## config.mk

```make
export PLATFORM = sky130hd
export DESIGN_NAME = ifpc_ram
export DESIGN_NICKNAME = d
export VERILOG_FILES = /design/src/rtl/ifpc_ram.sv
export SDC_FILE = /design/constraint.sdc
export NUM_CORES = 1
export LEC_CHECK = 0
export ABC_AREA = 1
export ABC_CLOCK_PERIOD_IN_PS = 2350
export BUFFER_PORTS_ARGS = -buffer_cell sky130_fd_sc_hd__buf_4
export CAP_MARGIN = 40
export CORE_AREA = 2 2 140 142
export CTS_BUF_LIST = sky130_fd_sc_hd__clkbuf_4
export CTS_CLUSTER_SIZE = 14
export DETAILED_ROUTE_END_ITERATION = 6
export DIE_AREA = 0 0 142 144
export GPL_ROUTABILITY_DRIVEN = 0
export HOLD_SLACK_MARGIN = 0.06
export PLACE_DENSITY = 0.45
export SYNTH_ARGS = -nofsm -noshare
export SYNTH_HDL_FRONTEND = slang
export SYNTH_SLANG_ARGS = --single-unit
```

## constraint.sdc

```tcl
create_clock -name clk -period 2.35 [get_ports clk]
set_input_delay 0.47 -clock clk [delete_from_list [all_inputs] [get_ports clk]]
set_output_delay 0.47 -clock clk [all_outputs]
set_load 0.02 [all_outputs]
```

## src/rtl/ifpc_ram.sv

```systemverilog
// Generic single-port synchronous RAM with registered read.
module ifpc_ram #(
  parameter int WIDTH = 8,
  parameter int DEPTH = 16
) (
  input  logic                     clk,
  input  logic                     we,
  input  logic [$clog2(DEPTH)-1:0] addr,
  input  logic [WIDTH-1:0]         wdata,
  output logic [WIDTH-1:0]         rdata
);

  logic [WIDTH-1:0] mem [DEPTH];

  always_ff @(posedge clk) begin
    if (we) begin
      mem[addr] <= wdata;
    end
    rdata <= mem[addr];
  end

endmodule

```

## After elaboration in Yosys (flattened, before gate mapping)

Memory sizes are Yosys's and may differ from the RTL's. A register that Yosys moved wholly into a read port is not among the register bits.
Cells that the tools add are included.
Widths: inputs -> output; s select.

| word-level totals | value |
|---|---|
| bits in registers | 0 |
| RAM bits | 128 |
| input bits | 14 |
| output and inout bits | 8 |
| word-level logic and storage cells | 3 |
| memories | 1 |

| operators by class | value |
|---|---|
| muxes and demuxes | 2 |

Memory list:

| name | words | width | rd ports | clocked after memory_dff | write ports | RTL line | text |
|---|---|---|---|---|---|---|---|
| mem | 16 | 8 | 1 | 1 | 1 | 13 | `logic [WIDTH-1:0] mem [DEPTH];` |

Operators by type and width:

| cell | count |
|---|---|
| $mux 1 | 2 |

## Depth between registers and ports, before layout

Gate-level depths: netlist (run 1).

| depth | value |
|---|---|
| word-level depth | 2 |
| mapped depth | 11 |
| mapped depth without buffers | 9 |

## Worst setup path before layout (run 1)

No wires, ideal clock.

| path | value |
|---|---|
| kind | input to register |
| start point | in addr[1] |
| end point | mem mem[3][0], enable pin |
| setup time | 0.370 ns |
| data arrival time | 1.477 ns |
| data required time | 1.980 ns |
| setup slack | 0.503 ns |
| cell stages on the path | 4 |
| buffers on the path | 2 |
| cells stage by stage | buf_2 clkbuf_1 nand3_1 nor2_1 |

RTL lines:

| item | RTL line | text |
|---|---|---|
| start: declaration | 8 | `input logic [$clog2(DEPTH)-1:0] addr,` |
| end: declaration | 13 |  |

No word-level cell before the write port.

## Final worst setup path (run 1)

| path | value |
|---|---|
| start point | reg rdata[1] (read register of mem) |
| end point | out rdata[1] |

RTL lines:

| item | RTL line | text |
|---|---|---|
| start: declaration | 10 | `output logic [WIDTH-1:0] rdata` |

No word-level cell between the ends.

==> run summary, run 1 <==
Status -> completed
Setup TNS -> 0 ns
Residual overflow from global routing -> 0
PD cells -> 701 mW/mm2
Peak supply drop -> 0.000314 V
# resized after CTS -> 0
Synth area leaders -> edfxtp_1, nand2_1, dfxtp_1
Post-synth EDFFs -> 128
GR Util All Layers -> 14.7%
Simple-Gate Fraction of Synth Area -> 24.8%
Die Area -> 0.0204 mm2
Mux cell area share after synthesis -> 0%
Skew final -> 0.0166 ns
ANT nets after route -> 0
Clock root buffer -> clkbuf_4
Latest clock arrival within the worst-skew pair -> 0.53 ns
Worst Hold Class -> in2reg
Synth cell types -> 11
Min cycle time layout -> 1.54 ns
Vias in the first global route -> 3682
Hold Buf Count CTS -> 0
RR Startpoint -> mem[1][1]
Input/output buffers -> 21
Antenna violations before repair -> 1
Cell row count -> 51
Register area share after synthesis -> 71.6%
Most frequent cell after synthesis -> nand2_1
Slowest library cell on the worst path -> dfxtp_1
Layout fillers -> 1942
DRC Markers -> 0
Vias per inst -> 4.35
Synth Area in Compound Gates -> 0%
Initial core utilization -> 29.3%
Crit-path max FO -> 1
Setup CP Type -> reg2out
First-pass GRT wire length -> 21.5 mm
Final wirelength -> 13.7 mm
HPWL after DPL -> 8.84 mm
Data required, critical path -> 1.88 ns
Crit-path cells -> buf_4
Initial DRT Pass Iterations -> 4
Post-synth top area share -> 68.7%
Fmax -> 650 MHz
Biggest cell delay along the critical path -> 0.39 ns
CP startpoint kind -> register
Clock buffer depth -> 2
Final slew viol count -> 0
Setup Buffers After CTS -> 0
Slew HR -> 67.0%
Largest family of logic cells by synthesized area -> simple AND/OR/NAND/NOR gates
Top cells by count, synth -> nand2_1, edfxtp_1, inv_1
Cell count after synthesis -> 548
Setup slack, reg-to-reg -> 1.34 ns
CTS tree -> yes
Syn_nets -> 562
DR WL/cell -> 16.3 um
Setup-failing EPs final -> 0
Asr flop ratio synth -> 0%
Final Cycle Share -> 65.4%
Ports -> 22
Critical Path Start -> rdata[1]
Clock transition at path regs -> 0.12 ns
Sink count of the clock tree -> 136
Crit end category -> output port
Synth Area in Adders -> 0%
Arrival time worst endpoint -> 1.07 ns
Core box area -> 0.0191 mm2
Layout cell share with drive strength beyond 1 -> 12.4%
Final Hold Viols -> 0
Area growth syn-to-layout -> 13.7%
Tot Pwr -> 4.46 mW
Initial drt markers -> 259
Nets@finish -> 605
Die height -> 144 um
RSZ-0062 raised after global routing -> no
Post-synthesis cell area -> 0.00559 mm2
Yosys warns -> 0
Largest area contributor in the netlist -> edfxtp_1
Largest net degree at the start of global routing -> 41
Die W -> 142 um
Synth Flop Type -> edfxtp_1
Max Cap Viol -> 0
Post-layout util -> 33.3%
Syn Area/Cell -> 10.2 um2
XOR/XNOR Fraction of Synth Area -> 0%
LEAKAGE -> 2.71 nW
Crit path buffers/inverters -> 1
H-tree lvl count -> 4
TritonCTS buffer count -> 17
Cell family with most CP delay -> flip-flops
Hold path startpoint -> wdata[7]
Flip-flop and latch count after synthesis -> 136
Worst slew pin tran -> 0.495 ns
Via count -> 3665
==> layer usage <==
metal / GRT usage [%] / vias up / part of all wire, %
li1: - / 1843 / -
met4: 5.47 / 0 / 1.2
met3: 3.87 / 9 / 3.3
met1: 19.0 / 1755 / 46
met2: 23.8 / 58 / 49
met5: 0 / - / 0
==> kinds of logic (layout without fill, tap and decap cells) <==
group | Yosys count | in the layout
buffers and inverters | 44 | 100
and+or+nand+nor | 368 | 368
other | 0 | 1
DFF | 136 | 136
==> worst register-to-register path, cell delays in order, from the launching register on <==
cell,delay [ns]
edfxtp_1,0.38
nand2_1,0.07
nand2_1,0.07
nand2_1,0.08
nand2_1,0.06
nand2_1,0.09
nand2_1,0.06
inv_1,0.06
nand2_1,0.04
==> placed cells by master (no fill, tap or decap), drive strengths merged <==
cell    count
edfxtp    128
clkbuf     25
dfxtp       8
clkinv      7
nand3       4
nand2     346
bufinv      1
buf        45
nor2       18
inv        22
diode       1
==> worst paths after layout <==
check	end	depth (start not counted)
worst max-delay path	rdata[1]	1
worst min-delay path	mem[6][7]	1
worst max register to register	rdata[1]	8
worst min register to register	rdata[2]	8
==> flip-flops by register name (all words and copies together), names as in the netlist <==
signal  flops
mem       128
rdata       8
==> where the power goes <==
| part | leakage, nW | internal [mW] | switching (mW) |
|---|---|---|---|
| clock network | 0.146 | 0.605 | 0.765 |
| registers | 1.22 | 2.71 | 0.0184 |
| logic | 1.34 | 0.109 | 0.257 |
==> final cells by class <==
type	instances	area, um2	area share [%]
Antenna cell	1	2.50	0.0394
Clock buffer	25	188	2.95
Clock inverter	7	56.3	0.885
Inverter	23	86.3	1.36
Multi-Input combinational cell	368	1390	21.8
Sequential cell	136	4000	63.0
Tap cell	238	298	4.68
Timing Repair Buffer	45	338	5.31
==> metrics by stage <==
step | hold slack (ns) | setup WS [ns] | std cells | instance area (um2)
floorplan | 0.569 | 0.503 | 548 | 5590
global placement | 0.709 | 0.559 | 810 | 6110
detailed placement | 0.700 | 0.512 | 810 | 6110
CTS | 0.219 | 0.738 | 842 | 6360
global route | 0.217 | 0.689 | 843 | 6360
finish | 0.272 | 0.812 | 843 | 6360
Power figures use the tool's default switching activity.
==> run 2, diff against run 1 <==
Settings changed: ABC_AREA 1 to 0, ABC_CLOCK_PERIOD_IN_PS 2350 to 1400, CORE_AREA 2 2 140 142 to 2 2 133 135, DIE_AREA 0 0 142 144 to 0 0 135 137, PLACE_DENSITY 0.45 to 0.47.
Clock period 2.35 ns to 1.4 ns, I/O delays scaled along.
==> run 2 against run 1 <==
Against the previous run:
- synthesized cell count decreased by 58%
- area after synthesis decreased by 9.4%
- critical path depth increased by 2
- first-iteration DRC count decreased by 3.5%
- combinational power increased by 64%
- sequential power increased by 68%
- clock skew decreased by 0.0046 ns
- critical path type is now reg2reg
==> run summary, run 2 <==
Most frequent cell after synthesis -> edfxtp_1
Ports -> 22
Final wirelength -> 10.9 mm
Die Area -> 0.0185 mm2
DR WL/cell -> 19.7 um
Area growth syn-to-layout -> 26.6%
Final slew viol count -> 0
Register area share after synthesis -> 79.0%
Synth cell types -> 18
Final Hold Viols -> 0
GR Util All Layers -> 12.9%
CP startpoint kind -> register
Vias per inst -> 4.46
HPWL after DPL -> 7.50 mm
Hold Slack -> 0.308 ns
DRC Markers -> 0
Post-synth top area share -> 75.9%
Cell count after synthesis -> 230
Peak supply drop -> 0.000406 V
Data required, critical path -> 1.83 ns
Yosys warns -> 0
Residual overflow from global routing -> 0
H-tree lvl count -> 4
RSZ-0062 raised after global routing -> no
Arrival time worst endpoint -> 1.76 ns
CTS tree -> yes
R2R cell count -> 3
Sink count of the clock tree -> 136
Post-synthesis cell area -> 0.00507 mm2
Synth area leaders -> edfxtp_1, mux4_2, dfxtp_1
Layout fillers -> 1594
Fmax -> 750 MHz
Worst Hold Class -> in2reg
Initial drt markers -> 250
Critical Path Start -> mem[1][0]
Syn_nets -> 244
Final instance area -> 0.00641 mm2
Crit path capture -> rdata[0]
Vias in the first global route -> 2686
Via count -> 2464
Synth Flop Type -> edfxtp_1
Crit end category -> register
Core box area -> 0.0171 mm2
ANT nets after route -> 0
Initial core utilization -> 29.7%
Largest Register -> mem
Die W -> 135 um
Tot Pwr -> 7.58 mW
Asr flop ratio synth -> 0%
Status -> completed
Largest area contributor in the netlist -> edfxtp_1
First-pass GRT wire length -> 16.4 mm
Post-synth EDFFs -> 128
Clock transition at path regs -> 0.11 ns
TritonCTS buffer count -> 17
Cell row count -> 48
Setup CP Type -> reg2reg
Hold Path Cell Cnt -> 4
Slew HR -> 46.0%
Max reg flops -> 128
Flip-flop and latch count after synthesis -> 136
Die height -> 137 um
LEAKAGE -> 2.11 nW
Latest clock arrival within the worst-skew pair -> 0.54 ns
Input/output buffers -> 21
Hold path startpoint -> addr[0]
Min cycle time layout -> 1.33 ns
RR Startpoint -> mem[1][0]
Final non-filler cell total -> 553
Antenna violations before repair -> 1
Setup TNS -> 0 ns
Skew final -> 0.0120 ns
Final Cycle Share -> 95.3%
Clock buffer depth -> 2
Clock root buffer -> clkbuf_4
Top cells by count, synth -> edfxtp_1, mux4_2, a22oi_1
Setup-failing EPs final -> 0
Nets@finish -> 328
Biggest registers after layout -> mem: 128 flops, rdata: 8 flops
Area post-placement -> 0.00605 mm2
Placed cell count -> 512
Layout cell share with drive strength beyond 1 -> 47.1%
Syn Area/Cell -> 22.0 um2
Most common cell after layout, fill and taps aside -> edfxtp_1
Max Cap Viol -> 0
Crit-path max FO -> 1
Commonest non-fill, non-tap cells in the layout -> edfxtp_1, buf_4, mux4_2
Setup slack, reg-to-reg -> 0.07 ns
FF-to-FF End -> rdata[0]
Initial DRT Pass Iterations -> 4
Largest net degree at the start of global routing -> 19
Worst slew pin tran -> 0.808 ns
PD cells -> 1180 mW/mm2
-- run 2: changes by cell type in the layout (fill, tap and decap cells not counted), moves of 12 or more --
| cell | previous run | this run |
|---|---|---|
| a22oi_1 | 0 | 15 |
| nor2_4 | 0 | 12 |
| inv_1 | 21 | 0 |
| mux4_2 | 0 | 32 |
| nor2_1 | 18 | 1 |
| nand2_1 | 346 | 8 |
-- run 2: worst min-delay path by stage --
stage	slack, ns	to
after floorplan	0.38	mem[0][0]
after global placement	0.60	mem[14][6]
after detailed placement	0.62	mem[2][2]
after CTS	0.28	rdata[4]
after global routing	0.28	rdata[4]
final	0.31	rdata[4]
-- run 2: kinds of logic (layout without fill, tap and decap cells) --
logic type      count (synthesis)  after routing  share of synthesized area (%)
buf+inv                        11            108                           1.19
simple gates                   35             35                           3.21
other cells                     0              1                              0
compound gates                 16             16                           2.37
mux                            32             32                           14.2
flops                         136            136                           79.0
-- run 2: area by class of cell --
class	instances	area, um2	share of cell area [%]
sequential	136	4010	62.5
multi-input combinational	83	1130	17.7
timing repair buffer	76	727	11.3
tap	225	282	4.39
clock buffer	20	150	2.34
clock inverter	12	109	1.70
antenna	1	2.50	0.0390
-- run 2: critical path, cell delays in order, from the launching register on --
cell	delay (ns)
edfxtp_1	0.40
mux4_2	0.46
a22oi_1	0.28
nand2_1	0.09
-- run 2: routing by layer --
| metal | share of wire, % | up-vias | GRT usage (%) |
|---|---|---|---|
| met1 | 46 | 1268 | 16.5 |
| met2 | 49 | 47 | 20.7 |
| met4 | 2.0 | 0 | 5.56 |
| met3 | 3.3 | 13 | 3.70 |
| met5 | 0 | - | 0 |
| li1 | - | 1136 | - |
-- run 2: metrics by stage --
stage | util, % | setup WS, ns
after global placement | 35.5 | -0.286
final | 37.6 | 0.0661
after detailed placement | 35.5 | -0.283
after global routing | 37.6 | 0.00172
after CTS | 37.5 | 0.000811
after floorplan | - | -0.0322
-- run 2: report_power, final --
| part | leakage (nW) | internal [mW] | switching (mW) | total, mW |
|---|---|---|---|---|
| clock | 0.149 | 1.08 | 1.31 | 2.39 |
| sequential | 1.22 | 4.55 | 0.0354 | 4.58 |
| combinational | 0.738 | 0.287 | 0.313 | 0.600 |
-- run 2: what timing repair did --
item                                    4_1_cts  5_1_grt
cloned                                        0        0
setup buffers                                 0        0
endpoints found under the setup margin        4        4
endpoints found under the hold margin       122        0
gates resized for setup                       4        4
hold buffers                                  8        0
==> run 3, diff against run 2 <==
Settings changed: ABC_AREA 0 to 1, CORE_AREA 2 2 133 135 to 2 2 140 142, DIE_AREA 0 0 135 137 to 0 0 142 144.
==> run 3 against run 2 <==
Against the previous run:
- core utilization decreased by 2.2 points
- critical endpoint is now rdata[4]
- first-iteration DRC count up 2.4%
- design area up 5.4%
- flip-flop and latch count unchanged
==> run summary, run 3 (synthesis gave the netlist of run 1 again) <==
Layout cell share with drive strength beyond 1 -> 16.6%
Data required, critical path -> 1.12 ns
Initial core utilization -> 29.3%
Max reg flops -> 128
First-pass GRT wire length -> 21.3 mm
Clock transition at path regs -> 0.11 ns
RSZ-0062 raised after global routing -> no
Largest Register -> mem
TritonCTS buffer count -> 17
ANT nets after route -> 0
Final non-filler cell total -> 849
Final instance area -> 0.00676 mm2
Vias in the first global route -> 3673
Clock root buffer -> clkbuf_4
Final Hold Viols -> 0
PD cells -> 1200 mW/mm2
Ports -> 22
Biggest registers after layout -> mem: 128 flops, rdata: 8 flops
Slew HR -> 72.7%
Switching Share -> 23.6%
Via count -> 3642
Antenna violations before repair -> 1
Worst Hold Class -> in2reg
Final Cycle Share -> 93.9%
Worst slew pin tran -> 0.409 ns
Clk network pwr share -> 34.6%
Post-layout util -> 35.4%
Crit-path cells -> buf_6
Input/output buffers -> 21
Placed cell count -> 809
Cell family with most CP delay -> flip-flops
Largest net degree at the start of global routing -> 33
Seq pwr share -> 56.6%
Combinational share of power -> 8.8%
Most common cell after layout, fill and taps aside -> nand2_1
Skew final -> 0.0120 ns
Arrival time worst endpoint -> 1.03 ns
Commonest non-fill, non-tap cells in the layout -> nand2_1, edfxtp_1, buf_4
Fmax -> 761 MHz
Placement Setup Slack -> -0.0854 ns
Final slew viol count -> 0
Die Area -> 0.0204 mm2
HPWL after DPL -> 9.00 mm
Sink count of the clock tree -> 136
Vias per inst -> 4.29
Min cycle time layout -> 1.31 ns
Area growth syn-to-layout -> 20.9%
P_int -> 6.18 mW
Core box area -> 0.0191 mm2
Die height -> 144 um
Initial drt markers -> 256
GR Util All Layers -> 14.4%
Crit path buffers/inverters -> 1
CTS tree -> yes
Initial DRT Pass Iterations -> 5
Setup-failing EPs final -> 0
Sw power -> 1.91 mW
CP startpoint kind -> register
DRC Markers -> 0
Final wirelength -> 13.6 mm
Cell row count -> 51
H-tree lvl count -> 4
Crit-path max FO -> 1
Residual overflow from global routing -> 0
Biggest cell delay along the critical path -> 0.38 ns
Latest clock arrival within the worst-skew pair -> 0.53 ns
Die W -> 142 um
Max Cap Viol -> 0
Peak supply drop -> 0.000731 V
Setup TNS -> 0 ns
Status -> completed
Clock buffer depth -> 2
Crit end category -> output port
Setup CP Type -> reg2out
DR WL/cell -> 16.1 um
Nets@finish -> 611
Area post-placement -> 0.00636 mm2
Slowest library cell on the worst path -> dfxtp_4
LEAKAGE -> 2.79 nW
Setup WS post-layout -> 0.0857 ns
run 3: cell count changes in the layout (fill, tap and decap cells not counted), moves of 3 or more:
cell | before | now
nand2_1 | 8 | 346
mux4_2 | 32 | 0
inv_1 | 0 | 21
buf_4 | 55 | 35
a22oi_1 | 15 | 0
nor2_4 | 12 | 16
clkbuf_4 | 20 | 17
nor3_2 | 3 | 0
run 3: timing repair:
| action | CTS | global route |
|---|---|---|
| hold buffers | 7 | 0 |
| hold endpoints to repair | 75 | 0 |
| setup buffers | 0 | 0 |
| gates resized for setup | 6 | 0 |
| endpoints found under the setup margin | 4 | 0 |
run 3: cell type report:
class	count	area [um2]
fillers	1915	12300
diodes	1	2.50
well taps	238	298
repair buffers	51	504
multi-input cells	368	1550
clock inverters	15	184
inverters	23	86.3
clock buffers	17	128
flip-flops and latches	136	4010
run 3: metal layers:
metal,vias up,wire [um],global-route usage (%)
met2,64,6690,23.7
met3,14,524,2.75
met4,0,232,6.68
met5,-,0,0
met1,1707,6190,18.6
li1,1857,-,-
run 3: power groups by stage:
stage	logic [mW]	clock network [mW]	registers, mW
floorplan	0.349	0	4.69
detailed placement	0.712	0	4.67
finish	0.712	2.80	4.58
CTS	0.732	2.90	4.58
global placement	0.710	0	4.67
global route	0.802	3.03	4.59
run 3: path summary, 6_finish.rpt:
check	start	end	slack (ns)	cells past startpoint
max	rdata[4]	rdata[4]	0.09	1
max reg2reg	mem[5][0]	rdata[0]	0.40	8
min	wdata[3]	mem[7][3]	0.14	1
min reg2reg	mem[12][2]	rdata[2]	0.71	8
run 3: stage by stage:
stage	power [mW]	hold WS (ns)
after floorplan	5.04	0.379
after global placement	5.38	0.661
after detailed placement	5.38	0.664
after CTS	8.22	0.0609
after global routing	8.42	0.0671
final	8.09	0.137
